==> src/rtl/asd_pkg.sv <==
// Shared types and constants for the accelerometer stillness detector.
package asd_pkg;

    localparam int TIME_W   = 48;
    localparam int ACC_W    = 16;
    localparam int MAG_W    = 17;
    localparam int WIN_W    = 16;
    localparam int HOLD_W   = 20;
    localparam int MINS_W   = 9;
    localparam int THR_W    = 16;
    localparam int CNT_OUT_W = 9;
    localparam int CFG_W    = 20;
    localparam int MUL_W    = 32;
    localparam int PROD_W   = 2 * MUL_W;
    localparam int ROOT_W   = 32;

    // Root search walks two bits per step from bit 30 down to bit 0.
    localparam logic [ROOT_W-1:0] ROOT_BIT_INIT = ROOT_W'(32'h4000_0000);
    localparam logic [3:0]        ROOT_LAST     = 4'd15;

    localparam logic [WIN_W-1:0]  WINDOW_MS_RST     = 16'd2000;
    localparam logic [HOLD_W-1:0] HOLD_MS_RST       = 20'd10000;
    localparam logic [MINS_W-1:0] MIN_SAMPLES_RST   = 9'd80;
    localparam logic [THR_W-1:0]  STD_THRESHOLD_RST = 16'd41;

    typedef enum logic [1:0] {
        CFG_WINDOW_MS     = 2'd0,
        CFG_HOLD_MS       = 2'd1,
        CFG_MIN_SAMPLES   = 2'd2,
        CFG_STD_THRESHOLD = 2'd3
    } t_cfg_idx;

    typedef enum logic {
        OP_PUSH  = 1'b0,
        OP_CLEAR = 1'b1
    } t_op;

    typedef struct packed {
        logic                    op;
        logic [TIME_W-1:0]       time_ms;
        logic signed [ACC_W-1:0] accel_x;
        logic signed [ACC_W-1:0] accel_y;
        logic signed [ACC_W-1:0] accel_z;
    } t_in;

    typedef struct packed {
        logic                 stopped;
        logic                 still_now;
        logic [CNT_OUT_W-1:0] window_count;
        logic                 window_overflow;
    } t_out;

    typedef struct packed {
        logic [WIN_W-1:0]  window_ms;
        logic [HOLD_W-1:0] hold_ms;
        logic [MINS_W-1:0] min_samples;
        logic [THR_W-1:0]  std_threshold;
    } t_cfg;

    typedef enum logic [3:0] {
        MUL_X,
        MUL_Y,
        MUL_Z,
        MUL_MAG,
        MUL_OLD,
        MUL_NLO,
        MUL_NHI,
        MUL_SUM,
        MUL_NN,
        MUL_THR,
        MUL_LIM
    } t_mul_sel;

    typedef struct packed {
        logic     load_in;
        logic     clear_all;
        t_mul_sel mul_sel;
        logic     rv_load;
        logic     rv_add;
        logic     root_step;
        logic     set_ovf;
        logic     drop;
        logic     append;
        logic     lhs_lo;
        logic     lhs_hi;
        logic     sq_load;
        logic     nn_load;
        logic     lim_load;
        logic     judge;
        logic     cand_update;
        logic     hold_check;
        logic     below_min;
        logic     out_load;
    } t_cmd;

    typedef struct packed {
        logic op_clear;
        logic full;
        logic evict;
        logic below_min;
    } t_stat;

    typedef enum logic [4:0] {
        ST_IDLE,
        ST_OP,
        ST_CLEAR,
        ST_SQ_Y,
        ST_SQ_Z,
        ST_SQ_SUM,
        ST_ROOT,
        ST_CHK_FULL,
        ST_READ,
        ST_DROP_MUL,
        ST_DROP_SUB,
        ST_APP_MUL,
        ST_APPEND,
        ST_EV_CHK,
        ST_MIN_CHK,
        ST_J_HI,
        ST_J_SQ,
        ST_J_NN,
        ST_J_THR,
        ST_J_LIM,
        ST_J_SPREAD,
        ST_J_TEST,
        ST_CAND,
        ST_HOLD,
        ST_DONE
    } t_state;

    // Magnitude of a two's complement sample; the most negative code maps to 2^15.
    function automatic logic [ACC_W-1:0] abs_acc(input logic signed [ACC_W-1:0] a);
        logic [ACC_W-1:0] u;
        u = a;
        return a[ACC_W-1] ? (~u + ACC_W'(1)) : u;
    endfunction

endpackage

==> src/rtl/asd_ctrl.sv <==
// Sequencer for the stillness detector: steps the datapath through one beat.
module asd_ctrl (
    input  logic          i_clk,
    input  logic          i_rst_n,
    input  logic          i_in_valid,
    output logic          o_in_ready,
    output logic          o_out_valid,
    input  logic          i_out_ready,
    input  asd_pkg::t_stat i_stat,
    output asd_pkg::t_cmd  o_cmd
);

    asd_pkg::t_state r_state, n_state;
    logic [3:0]      r_iter, n_iter;
    logic            r_phase_full, n_phase_full;
    logic            r_out_valid, n_out_valid;
    logic            out_free;

    assign out_free    = !r_out_valid || i_out_ready;
    assign o_in_ready  = (r_state == asd_pkg::ST_IDLE);
    assign o_out_valid = r_out_valid;

    always_ff @(posedge i_clk) begin
        if (!i_rst_n) begin
            r_state      <= asd_pkg::ST_IDLE;
            r_iter       <= '0;
            r_phase_full <= 1'b0;
            r_out_valid  <= 1'b0;
        end else begin
            r_state      <= n_state;
            r_iter       <= n_iter;
            r_phase_full <= n_phase_full;
            r_out_valid  <= n_out_valid;
        end
    end

    // Next state.
    always_comb begin
        n_state      = r_state;
        n_iter       = r_iter;
        n_phase_full = r_phase_full;
        n_out_valid  = r_out_valid;
        if (r_out_valid && i_out_ready) begin
            n_out_valid = 1'b0;
        end
        unique case (r_state)
            asd_pkg::ST_IDLE: begin
                if (i_in_valid) begin
                    n_state = asd_pkg::ST_OP;
                end
            end
            asd_pkg::ST_OP: begin
                n_state = i_stat.op_clear ? asd_pkg::ST_CLEAR : asd_pkg::ST_SQ_Y;
            end
            asd_pkg::ST_CLEAR:  n_state = asd_pkg::ST_DONE;
            asd_pkg::ST_SQ_Y:   n_state = asd_pkg::ST_SQ_Z;
            asd_pkg::ST_SQ_Z:   n_state = asd_pkg::ST_SQ_SUM;
            asd_pkg::ST_SQ_SUM: begin
                n_state = asd_pkg::ST_ROOT;
                n_iter  = '0;
            end
            asd_pkg::ST_ROOT: begin
                n_iter = r_iter + 4'd1;
                if (r_iter == asd_pkg::ROOT_LAST) begin
                    n_state = asd_pkg::ST_CHK_FULL;
                end
            end
            asd_pkg::ST_CHK_FULL: begin
                n_phase_full = i_stat.full;
                n_state = i_stat.full ? asd_pkg::ST_READ : asd_pkg::ST_APP_MUL;
            end
            asd_pkg::ST_READ: begin
                n_state = r_phase_full ? asd_pkg::ST_DROP_MUL : asd_pkg::ST_EV_CHK;
            end
            asd_pkg::ST_DROP_MUL: n_state = asd_pkg::ST_DROP_SUB;
            asd_pkg::ST_DROP_SUB: begin
                n_state = r_phase_full ? asd_pkg::ST_APP_MUL : asd_pkg::ST_READ;
            end
            asd_pkg::ST_APP_MUL: n_state = asd_pkg::ST_APPEND;
            asd_pkg::ST_APPEND: begin
                n_phase_full = 1'b0;
                n_state      = asd_pkg::ST_READ;
            end
            asd_pkg::ST_EV_CHK: begin
                n_state = i_stat.evict ? asd_pkg::ST_DROP_MUL : asd_pkg::ST_MIN_CHK;
            end
            asd_pkg::ST_MIN_CHK: begin
                n_state = i_stat.below_min ? asd_pkg::ST_DONE : asd_pkg::ST_J_HI;
            end
            asd_pkg::ST_J_HI:     n_state = asd_pkg::ST_J_SQ;
            asd_pkg::ST_J_SQ:     n_state = asd_pkg::ST_J_NN;
            asd_pkg::ST_J_NN:     n_state = asd_pkg::ST_J_THR;
            asd_pkg::ST_J_THR:    n_state = asd_pkg::ST_J_LIM;
            asd_pkg::ST_J_LIM:    n_state = asd_pkg::ST_J_SPREAD;
            asd_pkg::ST_J_SPREAD: n_state = asd_pkg::ST_J_TEST;
            asd_pkg::ST_J_TEST:   n_state = asd_pkg::ST_CAND;
            asd_pkg::ST_CAND:     n_state = asd_pkg::ST_HOLD;
            asd_pkg::ST_HOLD:     n_state = asd_pkg::ST_DONE;
            asd_pkg::ST_DONE: begin
                // Hold until the output register is free.
                if (out_free) begin
                    n_out_valid = 1'b1;
                    n_state     = asd_pkg::ST_IDLE;
                end
            end
            default: n_state = asd_pkg::ST_IDLE;
        endcase
    end

    // Commands.
    always_comb begin
        o_cmd         = '0;
        o_cmd.mul_sel = asd_pkg::MUL_X;
        unique case (r_state)
            asd_pkg::ST_IDLE:     o_cmd.load_in = i_in_valid;
            asd_pkg::ST_OP:       o_cmd.mul_sel = asd_pkg::MUL_X;
            asd_pkg::ST_CLEAR:    o_cmd.clear_all = 1'b1;
            asd_pkg::ST_SQ_Y: begin
                o_cmd.rv_load = 1'b1;
                o_cmd.mul_sel = asd_pkg::MUL_Y;
            end
            asd_pkg::ST_SQ_Z: begin
                o_cmd.rv_add  = 1'b1;
                o_cmd.mul_sel = asd_pkg::MUL_Z;
            end
            asd_pkg::ST_SQ_SUM:   o_cmd.rv_add = 1'b1;
            asd_pkg::ST_ROOT:     o_cmd.root_step = 1'b1;
            asd_pkg::ST_CHK_FULL: o_cmd.set_ovf = i_stat.full;
            asd_pkg::ST_READ:     o_cmd.mul_sel = asd_pkg::MUL_X;
            asd_pkg::ST_DROP_MUL: o_cmd.mul_sel = asd_pkg::MUL_OLD;
            asd_pkg::ST_DROP_SUB: o_cmd.drop = 1'b1;
            asd_pkg::ST_APP_MUL:  o_cmd.mul_sel = asd_pkg::MUL_MAG;
            asd_pkg::ST_APPEND:   o_cmd.append = 1'b1;
            asd_pkg::ST_EV_CHK:   o_cmd.mul_sel = asd_pkg::MUL_X;
            asd_pkg::ST_MIN_CHK: begin
                o_cmd.mul_sel   = asd_pkg::MUL_NLO;
                o_cmd.below_min = i_stat.below_min;
            end
            asd_pkg::ST_J_HI: begin
                o_cmd.lhs_lo  = 1'b1;
                o_cmd.mul_sel = asd_pkg::MUL_NHI;
            end
            asd_pkg::ST_J_SQ: begin
                o_cmd.lhs_hi  = 1'b1;
                o_cmd.mul_sel = asd_pkg::MUL_SUM;
            end
            asd_pkg::ST_J_NN: begin
                o_cmd.sq_load = 1'b1;
                o_cmd.mul_sel = asd_pkg::MUL_NN;
            end
            asd_pkg::ST_J_THR: begin
                o_cmd.nn_load = 1'b1;
                o_cmd.mul_sel = asd_pkg::MUL_THR;
            end
            asd_pkg::ST_J_LIM:    o_cmd.mul_sel = asd_pkg::MUL_LIM;
            asd_pkg::ST_J_SPREAD: o_cmd.lim_load = 1'b1;
            asd_pkg::ST_J_TEST:   o_cmd.judge = 1'b1;
            asd_pkg::ST_CAND:     o_cmd.cand_update = 1'b1;
            asd_pkg::ST_HOLD:     o_cmd.hold_check = 1'b1;
            asd_pkg::ST_DONE:     o_cmd.out_load = out_free;
            default:              o_cmd.mul_sel = asd_pkg::MUL_X;
        endcase
    end

endmodule

==> config.mk <==
export PLATFORM = sky130hd
export DESIGN_NAME = asd_ctrl
export DESIGN_NICKNAME = d
export VERILOG_FILES = /design/src/rtl/asd_pkg.sv /design/src/rtl/asd_ctrl.sv
export SDC_FILE = /design/constraint.sdc
export NUM_CORES = 1
export LEC_CHECK = 0
export BUFFER_PORTS_ARGS = -buffer_cell sky130_fd_sc_hd__clkbuf_2
export CORE_UTILIZATION = 25
export DETAILED_ROUTE_END_ITERATION = 12
export PLACE_DENSITY = 0.45
export SLEW_MARGIN = 30
export SYNTH_ARGS = -nofsm -noshare
export SYNTH_HDL_FRONTEND = slang
export SYNTH_SLANG_ARGS = --single-unit
==> constraint.sdc <==
create_clock -name i_clk -period 1.35 [get_ports i_clk]
set_input_delay 0.135 -clock i_clk [delete_from_list [all_inputs] [get_ports i_clk]]
set_output_delay 0.135 -clock i_clk [all_outputs]
set_load 0.05 [all_outputs]
==> impl_metrics.yaml <==
worst_setup_path:
  path_buf_inv: 2
  slowest_delay_ps: 360
  worst-path-stages: 4
  cp.required_ps: 1220
  critPathCapture: "o_cmd[10]"
  cp_max_fo: 4
  crit_start: "r_state[4]"
  worstSetupEndpointType: "output pin"
  rrSetupSlack_ps: -70
  path_class: "reg -> out"
  crit_family: "simple AND/OR/NAND/NOR gates"
  r2r_cells: 6
  r2r-start: "r_state[3]"
  reg2reg_to: "r_state[0]"
  arrival_ps: 1490
  worstSetupStartpointType: "flip-flop"
  path_cells: "buf_6 > nand3b_1 > nor3_4 > buf_12"
  critPathSlowestCell: "dfxtp_4"
logic_synthesis:
  ys.flop_type: "dfxtp_1"
  synth.cell_area_um2: 952
  async_reset_ff_frac: 0
  synth_top_area_frac: 0.231
  yosysTopAreaCell: "dfxtp_1"
  synth.top_cells.by_count: "nor2_1 (21), dfxtp_1 (11), nand2_1 (8), a21oi_1 (7), nor3_1 (7)"
  synth_cell_types: 44
  synth_edf_count: 0
  synth.area.top_cells: "dfxtp_1 (23%), nor2_1 (8.3%), nand2b_1 (3.9%), a21oi_1 (3.7%), nor3_1 (3.7%)"
  ys_seq_area_frac: 0.231
  yosysMostFrequentCell: "nor2_1"
  yosysWarningCount: 0
  synth.avg_cell_area_um2: 7.11
  syn_nets: 143
  syn_inst: 134
  yosys_register_bits: 11
grt:
  use_met2: 0.358
  grt.overflow.total: 0
  grt_pass1_vias: 1262
  met1_usage: 0.221
  busiest_layer: "met2"
  antenna_found_initial: 0
  use_met3: 0.0199
  grt_start_max_net_pins: 16
  grt_pass1_wl_mm: 6.02
  grtUsageTotal: 0.189
floorplan:
  dieArea_um2: 4060
  core_area_um2: 3660
  die_w_um: 63.7
  rows: 22
  die_h_um: 63.7
  ioPinCount: 32
  start_util: 0.260
timing:
  slew_violations: 0
  fin_crit_sh: 1.20
  period_needed_ps: 1620
  fmax_mhz: 616
  finalHoldViolCount: 0
  fin_worst_skew_ps: 4.29
  worstMarginPinSlew_ps: 319
  max_slew_margin: 0.785
  rsz0062_at_grt: "yes"
  finalSetupViolations: 29
  final.setup.worst_slack_ps: -275
  fin_setup_tns_ps: -3980
power:
  power-per-cell-area_nw_per_um2: 2420
  seqPwrFrac: 0.091
  p_sw_uw: 2730
  swShare: 0.475
  comb_power_share: 0.851
  power_frac_clock: 0.058
  max-vdd-ir-drop_mv: 0.936
  cellInternalPower_uw: 3020
  p_leak_uw: 0.000930
clocking:
  clkSinkCount: 11
  hold_buffers: 0
  cts_tree: "yes"
  clk_pin_slew_ps: 60
  clk_latency_ps: 240
  cts-buffers-inserted: 3
  cts_max_level: 1
  clockBufferDepth: 2
  root_buffer: "clkbuf_8"
route:
  drt_pre_antenna_iters: 4
  num_vias: 1280
  route.detailed.drc: 0
  wirelength_mm: 3.68
  drt.antenna.violating_nets: 0
  wire_per_inst_um: 14.3
  dr.first_iter.drc_count: 51
  vias_per_cell: 4.96
run:
  maxCapViolations: 0
hold_path:
  hold_class: "in -> reg"
run_status:
  violations: "setup timing"
  outcome: "finished with violations"
place:
  gp_congestion: 0.842
  dp_hpwl_mm: 2.60
  dp.cells: 236
  port_buffers: 31
  pre_cts_slack_ps: -193
finish:
  ff_latch_area_um2: 235
  nFillCells: 282
  antenna_cells: 0
  multi_input_area_um2: 1040
  drive_gt1_frac: 0.719
  layoutNonFillerInstCount: 258
  final_nets: 220
  syn_to_final_growth_pct: 149
==> sequential cells by signal (all words and copies together) (netlist names) <==
signal / flops
r_iter: 4
r_state: 5
r_phase_full: 1
o_out_valid: 1
==> power groups by stage <==
stage               sequential [uW]  combinational, uW  clock, uW
floorplan                       470               2280          0
global placement                480               3200          0
detailed placement              486               3230          0
CTS                             518               4490        343
global route                    533               5130        366
finish                          522               4890        334
==> area by class of cell <==
cell class                      count  area share
Sequential cell                    11      0.0992
Inverter                            6      0.0106
Multi-Input combinational cell    105       0.437
Clock inverter                      1     0.00211
Tap cell                           48      0.0253
Clock buffer                        3      0.0174
Timing Repair Buffer               84       0.408
==> worst min-delay path by stage <==
stage | from | to | slack, ps | depth (start not counted)
detailed placement | i_rst_n | r_state[1] | 420 | 2
CTS | i_rst_n | r_state[2] | 170 | 2
floorplan | i_rst_n | r_state[1] | 250 | 1
global placement | i_rst_n | r_state[1] | 420 | 2
finish | i_rst_n | r_state[1] | 180 | 2
global route | i_rst_n | r_state[2] | 170 | 2
==> kinds of logic after synthesis <==
| group | synth area share |
|---|---|
| buffers and inverters | 0.0959 |
| adders and majority gates | 0.0131 |
| AOI/OAI and AO/OA | 0.280 |
| and+or+nand+nor | 0.371 |
| DFF | 0.231 |
| xor gates and xnor gates | 0.00920 |
==> layout by cell type (no fill, tap or decap), drive strengths merged, types with 2 or more instances in the layout <==
master / instances
a311oi: 2
buf: 75
nor4: 2
nand2: 8
o21ai: 5
dfxtp: 11
nor2b: 5
a2bb2oi: 2
nand2b: 7
a21boi: 2
clkbuf: 12
a211oi: 2
nor3: 10
a22oi: 3
o22ai: 4
nor2: 21
o21a: 2
nand3: 3
inv: 6
nand3b: 3
a21oi: 7
==> worst reg2reg max path, delay by kind of cell, from the launching register on <==
kind / cells / cell delay, ps
AO/OA/AOI/OAI: 3 / 470
buffers and inverters: 2 / 310
AND/OR/NAND/NOR: 1 / 230
flip-flops: 1 / 360
==> what timing repair did <==
action | in CTS | in global routing
buffers inserted | 13 | 7
hold endpoints to repair | 0 | 0
endpoints found under the setup margin | 31 | 33
resized for setup | 109 | 39
pin swaps | 22 | 14
==> metrics by stage <==
step | power, uW | hold WS (ps) | util | cell area [um2]
after floorplan | 2750 | 253 | - | 1150
after global placement | 3680 | 423 | 0.444 | 1620
after detailed placement | 3720 | 424 | 0.444 | 1620
after CTS | 5350 | 170 | 0.607 | 2220
after global routing | 6030 | 170 | 0.648 | 2370
final | 5750 | 181 | 0.648 | 2370
==> per-layer routing <==
metal	vias up	wire, um
li1	640	-
met1	606	1520
met2	30	2040
met3	4	96
met4	0	31
met5	-	0
No activity file was read; power rests on OpenSTA's default activity.
